**src/hw/rtl/multi_sensor_echo_ranger_core_macros.svh**
```systemverilog
// ----------------------------------------------------------------------------
// Assertion macros for the echo ranger core
// Concurrent assertion wrappers, compiled out for synthesis.
// ----------------------------------------------------------------------------
`ifndef MULTI_SENSOR_ECHO_RANGER_CORE_MACROS_SVH
`define MULTI_SENSOR_ECHO_RANGER_CORE_MACROS_SVH

`ifndef SYNTHESIS
// Same-cycle implication, checked at every rising edge outside reset.
`define MSER_ASSERT_IMP(label, ante, cons) \
  label: assert property (@(posedge clk) disable iff (!rst_n) (ante) |-> (cons)) \
    else $error("assertion failed");
// Next-cycle implication, checked at every rising edge outside reset.
`define MSER_ASSERT_NXT(label, ante, cons) \
  label: assert property (@(posedge clk) disable iff (!rst_n) (ante) |=> (cons)) \
    else $error("assertion failed");
`else
`define MSER_ASSERT_IMP(label, ante, cons)
`define MSER_ASSERT_NXT(label, ante, cons)
`endif

`endif

```
**src/hw/rtl/mser_pkg.sv**
```systemverilog
// ----------------------------------------------------------------------------
// Echo ranger package
// Sizes, register map and reset values shared by the echo ranger core.
// ----------------------------------------------------------------------------
`default_nettype none

package mser_pkg;

  localparam int MAX_SENSORS  = 16;
  localparam int SENSOR_W     = $clog2(MAX_SENSORS);
  localparam int COUNT_WIDTH  = 16;
  localparam int SCOUNT_W     = 5;
  localparam int TRIG_W       = 8;
  localparam int RANGE_W      = 16;
  localparam int ADDR_W       = 4;
  localparam int IN_TDATA_W   = 8;
  localparam int OUT_TDATA_W  = 24;

  // Register indexes, taken from paddr[3:2].
  typedef enum logic [1:0] {
    REG_SENSOR_COUNT  = 2'd0,
    REG_CYCLE_TICKS   = 2'd1,
    REG_MAX_TICKS     = 2'd2,
    REG_TRIGGER_TICKS = 2'd3
  } reg_idx_t;

  typedef enum logic {
    ACT_TICK = 1'b0,
    ACT_READ = 1'b1
  } action_t;

  localparam logic [SCOUNT_W-1:0]    RST_SENSOR_COUNT  = '0;
  localparam logic [COUNT_WIDTH-1:0] RST_CYCLE_TICKS   = COUNT_WIDTH'(12500);
  localparam logic [COUNT_WIDTH-1:0] RST_MAX_TICKS     = COUNT_WIDTH'(2915);
  localparam logic [TRIG_W-1:0]      RST_TRIGGER_TICKS = TRIG_W'(3);

  // One result transaction.
  typedef struct packed {
    logic                   done;
    logic [RANGE_W-1:0]     range_value;
    logic [SENSOR_W-1:0]    trigger_sensor;
    logic                   trigger_active;
  } result_t;

endpackage

`default_nettype wire

```
**src/hw/rtl/multi_sensor_echo_ranger_core.sv**
```systemverilog
// ----------------------------------------------------------------------------
// Multi-sensor echo ranger core
// Round-robin ultrasonic trigger and echo pulse-width measurement.
// ----------------------------------------------------------------------------
// Each tick transaction advances a 16-bit wrapping counter and samples the
// shared echo line; a read transaction returns the stored range of one sensor.
// Every transaction is processed combinationally between the input handshake
// and a result register, so one transaction is accepted per clock cycle while
// the skid register is empty; the skid register behind the result register
// keeps input accepted for one more transaction while the result side stalls.
// The range store clears at reset with no start-up pass. Configuration
// registers may be written only while no results are outstanding.
`default_nettype none
`include "multi_sensor_echo_ranger_core_macros.svh"

module multi_sensor_echo_ranger_core (
  input  wire logic                                  clk,
  input  wire logic                                  rst_n,
  // input stream
  input  wire logic                                  in_tvalid,
  output logic                                       in_tready,
  input  wire logic [mser_pkg::IN_TDATA_W-1:0]       in_tdata,   // echo_level, read_index
  input  wire logic                                  in_tuser,   // action
  // result stream
  output logic                                       out_tvalid,
  input  wire logic                                  out_tready,
  output logic [mser_pkg::OUT_TDATA_W-1:0]           out_tdata,  // trigger_active,
                                                                 // trigger_sensor, range_value
  output logic                                       out_tuser,  // measurement_done
  // configuration
  input  wire logic                                  psel,
  input  wire logic                                  penable,
  input  wire logic                                  pwrite,
  input  wire logic [mser_pkg::ADDR_W-1:0]           paddr,
  input  wire logic [31:0]                           pwdata,
  output logic [31:0]                                prdata,
  output logic                                       pready
);

  localparam int SW = mser_pkg::SENSOR_W;
  localparam int CW = mser_pkg::COUNT_WIDTH;
  localparam int RW = mser_pkg::RANGE_W;
  localparam int TW = mser_pkg::TRIG_W;
  localparam int NW = mser_pkg::SCOUNT_W;

  // Configuration registers
  logic [NW-1:0] sensor_count_r;
  logic [CW-1:0] cycle_ticks_r;
  logic [CW-1:0] max_ticks_r;
  logic [TW-1:0] trigger_ticks_r;
  logic          cfg_wr;
  mser_pkg::reg_idx_t cfg_idx;

  assign pready  = 1'b1;
  assign cfg_wr  = psel && penable && pwrite && pready;
  assign cfg_idx = mser_pkg::reg_idx_t'(paddr[3:2]);

  always_ff @(posedge clk) begin
    if (!rst_n) begin
      sensor_count_r  <= mser_pkg::RST_SENSOR_COUNT;
      cycle_ticks_r   <= mser_pkg::RST_CYCLE_TICKS;
      max_ticks_r     <= mser_pkg::RST_MAX_TICKS;
      trigger_ticks_r <= mser_pkg::RST_TRIGGER_TICKS;
    end else if (cfg_wr) begin
      case (cfg_idx)
        mser_pkg::REG_SENSOR_COUNT:  sensor_count_r  <= pwdata[NW-1:0];
        mser_pkg::REG_CYCLE_TICKS:   cycle_ticks_r   <= pwdata[CW-1:0];
        mser_pkg::REG_MAX_TICKS:     max_ticks_r     <= pwdata[CW-1:0];
        mser_pkg::REG_TRIGGER_TICKS: trigger_ticks_r <= pwdata[TW-1:0];
        default: ;
      endcase
    end
  end

  always_comb begin
    case (cfg_idx)
      mser_pkg::REG_SENSOR_COUNT:  prdata = 32'(sensor_count_r);
      mser_pkg::REG_CYCLE_TICKS:   prdata = 32'(cycle_ticks_r);
      mser_pkg::REG_MAX_TICKS:     prdata = 32'(max_ticks_r);
      mser_pkg::REG_TRIGGER_TICKS: prdata = 32'(trigger_ticks_r);
      default:                     prdata = '0;
    endcase
  end

  // Measurement state
  logic [CW-1:0] cnt_r,    cnt_nxt;
  logic [SW-1:0] sensor_r, sensor_nxt;
  logic          started_r, started_nxt;
  logic          awaiting_r, awaiting_nxt;
  logic          prev_echo_r, prev_echo_nxt;
  logic [CW-1:0] rise_r,   rise_nxt;
  logic [TW-1:0] pulse_r,  pulse_nxt;

  logic [RW-1:0]          store_r [mser_pkg::MAX_SENSORS];
  logic [mser_pkg::MAX_SENSORS-1:0] store_vld_r;

  // Input fields
  logic               accept;
  logic               is_tick;
  logic               echo;
  logic [SW-1:0]      rd_idx;

  // Per-tick logic
  logic [CW-1:0] cnt_inc;
  logic          rise_ev;
  logic          fall_ev;
  logic [CW-1:0] width;
  logic [RW-1:0] stored;
  logic [NW-1:0] count_sat;
  logic [NW-1:0] sensor_inc;
  logic          trig_fire;
  logic          store_we;
  mser_pkg::result_t res;

  assign accept  = in_tvalid && in_tready;
  assign is_tick = (mser_pkg::action_t'(in_tuser) == mser_pkg::ACT_TICK);
  assign echo    = in_tdata[0];
  assign rd_idx  = in_tdata[SW:1];

  assign cnt_inc   = cnt_r + CW'(1);
  assign rise_ev   = started_r && echo && !prev_echo_r && awaiting_r;
  assign fall_ev   = started_r && !echo && prev_echo_r && !awaiting_r;
  assign width     = cnt_inc - rise_r;
  assign stored    = (width <= max_ticks_r) ? RW'(width) : '0;
  assign count_sat = (sensor_count_r > NW'(mser_pkg::MAX_SENSORS)) ?
                     NW'(mser_pkg::MAX_SENSORS) : sensor_count_r;
  assign sensor_inc = NW'(sensor_r) + NW'(1);
  assign trig_fire = is_tick && (count_sat != '0) && (cnt_inc > cycle_ticks_r);
  assign store_we  = accept && is_tick && fall_ev;

  always_comb begin
    cnt_nxt       = cnt_r;
    sensor_nxt    = sensor_r;
    started_nxt   = started_r;
    awaiting_nxt  = awaiting_r;
    prev_echo_nxt = prev_echo_r;
    rise_nxt      = rise_r;
    pulse_nxt     = pulse_r;
    res.done        = 1'b0;
    res.range_value = '0;

    if (!is_tick) begin
      if (store_vld_r[rd_idx]) begin
        res.range_value = store_r[rd_idx];
      end
    end else begin
      cnt_nxt = cnt_inc;
      if (rise_ev) begin
        rise_nxt     = cnt_inc;
        awaiting_nxt = 1'b0;
      end else if (fall_ev) begin
        awaiting_nxt    = 1'b1;
        res.done        = 1'b1;
        res.range_value = stored;
      end
      prev_echo_nxt = echo;
      if (pulse_r != '0) begin
        pulse_nxt = pulse_r - TW'(1);
      end
      if (trig_fire) begin
        // The first trigger and a sensor past a lowered count both restart at 0.
        if (!started_r || sensor_inc >= count_sat) begin
          sensor_nxt = '0;
        end else begin
          sensor_nxt = sensor_inc[SW-1:0];
        end
        started_nxt = 1'b1;
        cnt_nxt     = '0;
        pulse_nxt   = (trigger_ticks_r != '0) ? trigger_ticks_r : TW'(1);
      end
    end

    res.trigger_active = (pulse_nxt != '0);
    res.trigger_sensor = sensor_nxt;
  end

  always_ff @(posedge clk) begin
    if (!rst_n) begin
      cnt_r       <= '0;
      sensor_r    <= '0;
      started_r   <= 1'b0;
      awaiting_r  <= 1'b1;
      prev_echo_r <= 1'b0;
      rise_r      <= '0;
      pulse_r     <= '0;
    end else if (accept) begin
      cnt_r       <= cnt_nxt;
      sensor_r    <= sensor_nxt;
      started_r   <= started_nxt;
      awaiting_r  <= awaiting_nxt;
      prev_echo_r <= prev_echo_nxt;
      rise_r      <= rise_nxt;
      pulse_r     <= pulse_nxt;
    end
  end

  // Range store: an entry without its valid bit reads as zero.
  always_ff @(posedge clk) begin
    if (!rst_n) begin
      store_vld_r <= '0;
    end else if (store_we) begin
      store_vld_r[sensor_r] <= 1'b1;
    end
  end

  always_ff @(posedge clk) begin
    if (store_we) begin
      store_r[sensor_r] <= stored;
    end
  end

  // Result register with a skid register behind it
  logic              out_vld_r;
  logic              skid_vld_r;
  mser_pkg::result_t out_r;
  mser_pkg::result_t skid_r;
  logic              pop;

  assign in_tready = !skid_vld_r;
  assign pop       = out_vld_r && out_tready;

  always_ff @(posedge clk) begin
    if (!rst_n) begin
      out_vld_r  <= 1'b0;
      skid_vld_r <= 1'b0;
    end else if (skid_vld_r) begin
      if (pop) begin
        skid_vld_r <= 1'b0;
      end
    end else if (accept) begin
      if (out_vld_r && !pop) begin
        skid_vld_r <= 1'b1;
      end else begin
        out_vld_r <= 1'b1;
      end
    end else if (pop) begin
      out_vld_r <= 1'b0;
    end
  end

  always_ff @(posedge clk) begin
    if (skid_vld_r) begin
      if (pop) begin
        out_r <= skid_r;
      end
    end else if (accept) begin
      if (out_vld_r && !pop) begin
        skid_r <= res;
      end else begin
        out_r <= res;
      end
    end
  end

  assign out_tvalid = out_vld_r;
  assign out_tuser  = out_r.done;
  assign out_tdata  = mser_pkg::OUT_TDATA_W'({out_r.range_value, out_r.trigger_sensor,
                                              out_r.trigger_active});

  // Checks
  `MSER_ASSERT_IMP(a_skid_behind_out, skid_vld_r, out_vld_r)
  `MSER_ASSERT_NXT(a_trigger_starts_pulse, accept && trig_fire,
                   pulse_r != '0 && cnt_r == '0 && started_r)
  `MSER_ASSERT_NXT(a_fall_rearms, store_we, awaiting_r && out_vld_r)

endmodule

`default_nettype wire

```
**config.mk**
```make
export PLATFORM = sky130hd
export DESIGN_NAME = multi_sensor_echo_ranger_core
export DESIGN_NICKNAME = d
export VERILOG_FILES = /design/src/hw/rtl/mser_pkg.sv /design/src/hw/rtl/multi_sensor_echo_ranger_core.sv
export VERILOG_INCLUDE_DIRS = /design/src /design/src/hw/rtl
export SDC_FILE = /design/constraint.sdc
export NUM_CORES = 1
export LEC_CHECK = 0
export BUFFER_PORTS_ARGS = -buffer_cell sky130_fd_sc_hd__buf_2
export CAP_MARGIN = 20
export CORE_MARGIN = 3
export CORE_UTILIZATION = 45
export DETAILED_ROUTE_END_ITERATION = 6
export PLACE_DENSITY = 0.62
export RECOVER_POWER = 50
export SLEW_MARGIN = 40
export SYNTH_ARGS = -nofsm -noshare
export SYNTH_HDL_FRONTEND = slang
export SYNTH_SLANG_ARGS = --single-unit
export TNS_END_PERCENT = 100
```
**constraint.sdc**
```tcl
create_clock -name clk -period 7.55 [get_ports clk]
set_clock_uncertainty 0.05 [all_clocks]
set_input_delay 1.1325 -clock clk [delete_from_list [all_inputs] [get_ports clk]]
set_output_delay 1.1325 -clock clk [all_outputs]
set_load 0.05 [all_outputs]
```
==> flow_metrics.env, run 1 <==
export IMPL_fin_cells=2060
export IMPL_viasPerCell=5.64
export IMPL_io_buffers=70
export IMPL_die_x_um=210
export IMPL_synth_commonest_cells="edfxtp_1, nand2_1, nor2_1, dfxtp_1, mux4_2"
export IMPL_place_area_um2=19600
export IMPL_cts_resized=0
export IMPL_p_total_w=0.00504
export IMPL_arrival_ns=6.52
export IMPL_cp_start_kind="flop"
export IMPL_fin_nets=1602
export IMPL_cts_buffers=46
export IMPL_drtAntennaViolNets=0
export IMPL_whs_ns=0.409
export IMPL_pwr_density_cell_nw_per_um2=240
export IMPL_ys_ff_latch=410
export IMPL_leakagePower_nw=7.54
export IMPL_gp_congestion=0.824
export IMPL_critPathKind="flop to flop"
export IMPL_synth_top_cells_by_area="edfxtp_1, dfxtp_1, mux4_2"
export IMPL_status="finished with violations"
export IMPL_synth_edff_count=300
export IMPL_min_path_type="flop to flop"
export IMPL_min_period_ns=6.24
export IMPL_cts_sinks=410
export IMPL_dr_total_vias=11600
export IMPL_clock_latency_ns=0.58
export IMPL_gr_usage_all_layers=0.197
export IMPL_synth_top_area_frac=0.482
export IMPL_post_synth_top_count_cell="edfxtp_1"
export IMPL_synth_cell_types=71
export IMPL_antenna_found_initial=0
export IMPL_slew_headroom=-0.751
export IMPL_coreArea_um2=40900
export IMPL_wl_per_cell_um=20.9
export IMPL_h_tree_depth=2
export IMPL_gr_total_overflow=0
export IMPL_first_global_vias=11400
export IMPL_cap_viol_max_count=10
export IMPL_io_pin_count=112
export IMPL_cts_buffer_depth=3
export IMPL_drc=0
export IMPL_ys_warn_count=0
export IMPL_cts_hold_buf=0
export IMPL_register_area_um2=11200
export IMPL_violations="max-capacitance violations, max-slew violations"
export IMPL_seq_area_frac_synth=0.599
export IMPL_dp_cells=1974
export IMPL_path_max_fanout=18
export IMPL_finalCritPeriodShare=0.827
export IMPL_drive_above_1_share=0.186
export IMPL_setup_viol=0
export IMPL_cts_setup_buffers=0
export IMPL_rsz0062_at_grt="false"
export IMPL_initial_core_util=0.457
export IMPL_num_rows=74
export IMPL_grt_max_degree=59
export IMPL_synth_area_leader_cell="edfxtp_1"
export IMPL_area_growth_syn_to_layout_pct=12.5
export IMPL_tightest_slew_ns=2.63
export IMPL_path_clk_slew_ns=0.06
export IMPL_final_hold_viol_count=0
export IMPL_syn_cell_area_um2=18700
export IMPL_ir_worst_vdd_mv=0.164
export IMPL_end_kind="flop"
export IMPL_cts_root_buffer="clkbuf_16"
export IMPL_synth_flop_cell="edfxtp_1"
export IMPL_hpwl_um=27100
export IMPL_num_antenna_cells=0
export IMPL_async_reset_ff_frac=0
export IMPL_synth_avg_cell_area_um2=13.2
export IMPL_setup_tns_ns=0
export IMPL_first_pass_iters=7
export IMPL_synthCells=1412
export IMPL_drtIter0Drc=990
export IMPL_cp_required_ns=7.83
export IMPL_clock_fmax_mhz=160
export IMPL_drt_total_wl_um=43000
export IMPL_cts_tree="yes"
export IMPL_grt_pass1_wl_um=67000
export IMPL_design_area_um2=21000
export IMPL_slew_viol_final=198
export IMPL_multiInputGateArea_um2=6880
export IMPL_die_height_um=210
export IMPL_num_fill_cells=3524
export IMPL_dieArea_um2=44100
-- cells by family after synthesis --
logic type | after synthesis | synth area share
AOI/OAI and AO/OA | 218 | 0.0758
DFF | 410 | 0.599
adders and majority gates | 60 | 0.0405
xor gates and xnor gates | 26 | 0.0129
and+or+nand+nor | 387 | 0.0954
buffers and inverters | 168 | 0.0409
other | 2 | 0.000401
muxes | 141 | 0.135
-- placed cells by master (no fill, tap or decap), types with 15 or more instances in the layout --
master	synthesis	layout
edfxtp_1	300	300
nand2_1	128	127
dfxtp_1	110	110
nor2_1	115	90
mux4_2	81	81
a21oi_1	80	80
inv_1	79	79
ha_1	59	59
clkbuf_1	52	55
clkbuf_16	0	46
buf_2	7	41
mux2i_1	36	36
nand3_1	32	32
o21ai_0	32	32
nor2_2	0	25
nor2b_1	22	20
conb_1	2	20
o211ai_1	19	19
nor3_1	16	15
-- registers in the layout, summed over array words and instances, names as in the netlist, 4 cells and up --
name             flops
cycle_ticks_r       16
store_vld_r         16
skid_r              22
cnt_r               16
sensor_count_r       5
sensor_r             4
max_ticks_r         16
pulse_r              8
store_r            256
trigger_ticks_r      8
rise_r              16
out_tdata           21
-- per-layer routing --
metal,track usage,vias up,wire [um]
met1,0.292,5766,19600
met5,0,-,0
met2,0.304,391,19700
met3,0.0354,69,2820
met4,0.0480,0,828
li1,-,5393,-
-- final timing paths --
path / startpoint / to / slack, ns / cells after the start
min reg2reg: cycle_ticks_r[5]$_SDFFE_PN0P_ / cycle_ticks_r[5]$_SDFFE_PN0P_ / 0.41 / 2
min: cycle_ticks_r[5]$_SDFFE_PN0P_ / cycle_ticks_r[5]$_SDFFE_PN0P_ / 0.41 / 2
max reg2reg: cnt_r[0]$_SDFFE_PN0P_ / out_tdata[7]$_DFFE_PP_ / 1.31 / 22
max: cnt_r[0]$_SDFFE_PN0P_ / out_tdata[7]$_DFFE_PP_ / 1.31 / 22
-- where the power goes --
| part | internal, W | total [W] | switching (W) |
|---|---|---|---|
| Combinational | 0.000126 | 0.000403 | 0.000277 |
| Clock | 0.00127 | 0.00217 | 0.000898 |
| Sequential | 0.00245 | 0.00246 | 0.0000163 |
| Total | 0.00385 | 0.00504 | 0.00119 |
-- layout make-up --
cell class                      instances  share of cell area
Clock buffer                           65              0.0633
Clock inverter                         21             0.00821
Inverter                               79              0.0141
Multi-Input combinational cell        852               0.327
Sequential cell                       410               0.533
Tap cell                              532              0.0316
Timing Repair Buffer                  101              0.0231
-- metrics by stage --
stage	setup WS, ns	util
after floorplan	2.17	-
after global placement	1.50	0.479
after detailed placement	1.45	0.480
after CTS	1.41	0.517
after global routing	0.857	0.514
final	1.31	0.514
-- worst max-delay path: stages, from the launching register on --
cell      delay, ns
dfxtp_1        0.50
ha_1           0.28
and4_1         0.26
and4_1         0.34
xor2_1         0.28
ha_1           0.34
and2_0         0.25
a21o_1         0.25
a221oi_1       0.37
o221ai_1       0.18
nor3_1         0.16
buf_4          0.20
inv_1          0.06
ha_1           0.30
nand4_1        0.10
nor3_1         0.30
o211ai_1       0.14
a32oi_1        0.28
buf_4          0.39
nand2b_1       0.15
buf_4          0.25
o21ai_0        0.21
mux2_2         0.32
Power figures use the tool's default switching activity.
==> run 2, diff against run 1 <==
==> constraint.sdc (replaced) <==
create_clock -name clk -period 5.8 [get_ports clk]
set_clock_uncertainty 0.05 [all_clocks]
set_input_delay 0.87 -clock clk [delete_from_list [all_inputs] [get_ports clk]]
set_output_delay 0.87 -clock clk [all_outputs]
set_load 0.05 [all_outputs]
==> run 2 against run 1 <==
The flow still finishes with violations (max-capacitance violations, max-slew violations); critical path depth rose by 2; sequential power up 30%; non-clock buffer count is 34 higher; clock-buffer cell count shrank 3; first-iteration DRC count down 1.3%; sequential cell count unchanged; largest cell class unchanged; largest power group unchanged.
==> flow_metrics.env, run 2 (synthesis results as in run 1) <==
export IMPL_slew_viol_final=334
export IMPL_layout_commonest_cell="edfxtp_1"
export IMPL_finalCritPeriodShare=0.924
export IMPL_critPathKind="flop to flop"
export IMPL_setup_viol=0
export IMPL_area_growth_syn_to_layout_pct=13.5
export IMPL_leakagePower_nw=7.64
export IMPL_final_cell_mix="edfxtp_1, nand2_1, dfxtp_1"
export IMPL_final_hold_viol_count=0
export IMPL_worstPathCellList="ha_1 > and4_1 > and4_2 > nand4_1 > xor2_1 > inv_1 > ha_1 > buf_4 > a21oi_1 > o21ai_0 > o22ai_1 > a21oi_1 > xnor2_2 > inv_1 > ha_1 > nand4_1 > nor3_1 > buf_4 > o211ai_1 > a32oi_2 > nand2b_1 > buf_12 > o21ai_1 > mux2_2"
export IMPL_wl_per_cell_um=21.0
export IMPL_hpwl_um=27800
export IMPL_pwr_density_cell_nw_per_um2=304
export IMPL_end_kind="flop"
export IMPL_path_max_fanout=13
export IMPL_gr_total_overflow=0
export IMPL_gp_congestion=0.822
export IMPL_cts_buffers=44
export IMPL_rsz0062_at_grt="false"
export IMPL_path_common_cell="ha_1"
export IMPL_min_path_type="flop to flop"
export IMPL_io_pin_count=112
export IMPL_path_clk_slew_ns=0.06
export IMPL_cts_buffer_depth=3
export IMPL_arrival_ns=5.63
export IMPL_cts_hold_buf=0
export IMPL_drtIter0Drc=977
export IMPL_h_tree_depth=2
export IMPL_die_height_um=210
export IMPL_first_global_vias=11600
export IMPL_fin_nets=1634
export IMPL_cts_sinks=410
export IMPL_dieArea_um2=44100
export IMPL_drtAntennaViolNets=0
export IMPL_clock_fmax_mhz=187
export IMPL_largest_register_ff_count=256
export IMPL_num_rows=74
export IMPL_ir_worst_vdd_mv=0.205
export IMPL_crit_path_max_incr_delay_ns=0.38
export IMPL_r2r_slack_ns=0.44
export IMPL_cp_required_ns=6.07
export IMPL_first_pass_iters=5
export IMPL_initial_core_util=0.457
export IMPL_die_x_um=210
export IMPL_crit_slowest_cell="dfxtp_1"
export IMPL_gr_usage_all_layers=0.200
export IMPL_viasPerCell=5.60
export IMPL_tightest_slew_ns=2.17
export IMPL_drc=0
export IMPL_drt_total_wl_um=43900
export IMPL_min_period_ns=5.36
export IMPL_grt_max_degree=59
export IMPL_violations="max-capacitance violations, max-slew violations"
export IMPL_io_buffers=70
export IMPL_cts_root_buffer="clkbuf_16"
export IMPL_drive_above_1_share=0.193
export IMPL_grt_pass1_wl_um=67900
export IMPL_setup_tns_ns=0
export IMPL_final_util=0.519
export IMPL_slew_headroom=-0.446
export IMPL_cp_start_kind="flop"
export IMPL_dr_total_vias=11700
export IMPL_coreArea_um2=40900
export IMPL_antenna_found_initial=1
export IMPL_cap_viol_max_count=16
export IMPL_status="finished with violations"
export IMPL_clock_latency_ns=0.59
export IMPL_num_fill_cells=3456
export IMPL_regMostFlops="store_r"
export IMPL_cts_tree="yes"
export IMPL_num_antenna_cells=0
-- run 2: critical path: cells and delay by family (launching register included) --
kind            cells  cell delay [ns]
buf+inv             5             0.72
compound gates      7             1.16
flops               1             0.38
fa+ha+maj           3             0.79
xor+xnor            2             0.36
simple gates        6             1.32
mux                 1             0.32
-- run 2: where the power goes --
group | internal (W) | switching (W)
logic | 0.000179 | 0.000360
registers | 0.00319 | 0.0000208
clock network | 0.00155 | 0.00115
-- run 2: per-layer routing --
metal	vias up	global-route usage	share of wire
met5	-	0	0.00027
met1	5838	0.285	0.45
met2	342	0.313	0.46
met3	70	0.0422	0.066
li1	5443	-	-
met4	2	0.0589	0.025
-- run 2: cell type report --
class	count	area (um2)	area share
Clock inverter	19	206	0.00973
Timing Repair Buffer	135	753	0.0355
Clock buffer	62	1200	0.0565
Sequential cell	410	11200	0.528
Tap cell	532	666	0.0314
Inverter	79	297	0.0140
Multi-Input combinational cell	852	6900	0.325
-- run 2: path summary, 6_finish.rpt --
| path | startpoint | end | cells past startpoint |
|---|---|---|---|
| setup reg to reg | cnt_r[0]$_SDFFE_PN0P_ | out_tdata[20]$_DFFE_PP_ | 24 |
| hold reg to reg | cycle_ticks_r[5]$_SDFFE_PN0P_ | cycle_ticks_r[5]$_SDFFE_PN0P_ | 2 |
| setup / recovery | cnt_r[0]$_SDFFE_PN0P_ | out_tdata[20]$_DFFE_PP_ | 24 |
| hold / removal | cycle_ticks_r[5]$_SDFFE_PN0P_ | cycle_ticks_r[5]$_SDFFE_PN0P_ | 2 |
-- run 2: timing repair --
| action | CTS | global route |
|---|---|---|
| hold endpoints to repair | 0 | 0 |
| resized for setup | 0 | 9 |
| endpoints found under the setup margin | 0 | 36 |
| setup buffers | 0 | 1 |
-- run 2: metrics by stage --
| step | total power, W | instance area [um2] | hold slack, ns | std cells | worst slack, ns |
|---|---|---|---|---|---|
| final | 0.00645 | 21200 | 0.404 | 2089 | 0.441 |
| after global routing | 0.00668 | 21200 | 0.431 | 2089 | 0.0587 |
| after CTS | 0.00651 | 21300 | 0.407 | 2088 | 0.115 |
| after detailed placement | 0.00381 | 19900 | 0.399 | 2007 | 0.115 |
| after global placement | 0.00380 | 19900 | 0.393 | 2007 | 0.340 |
| after floorplan | 0.00367 | 18800 | 0.382 | 1430 | 0.417 |
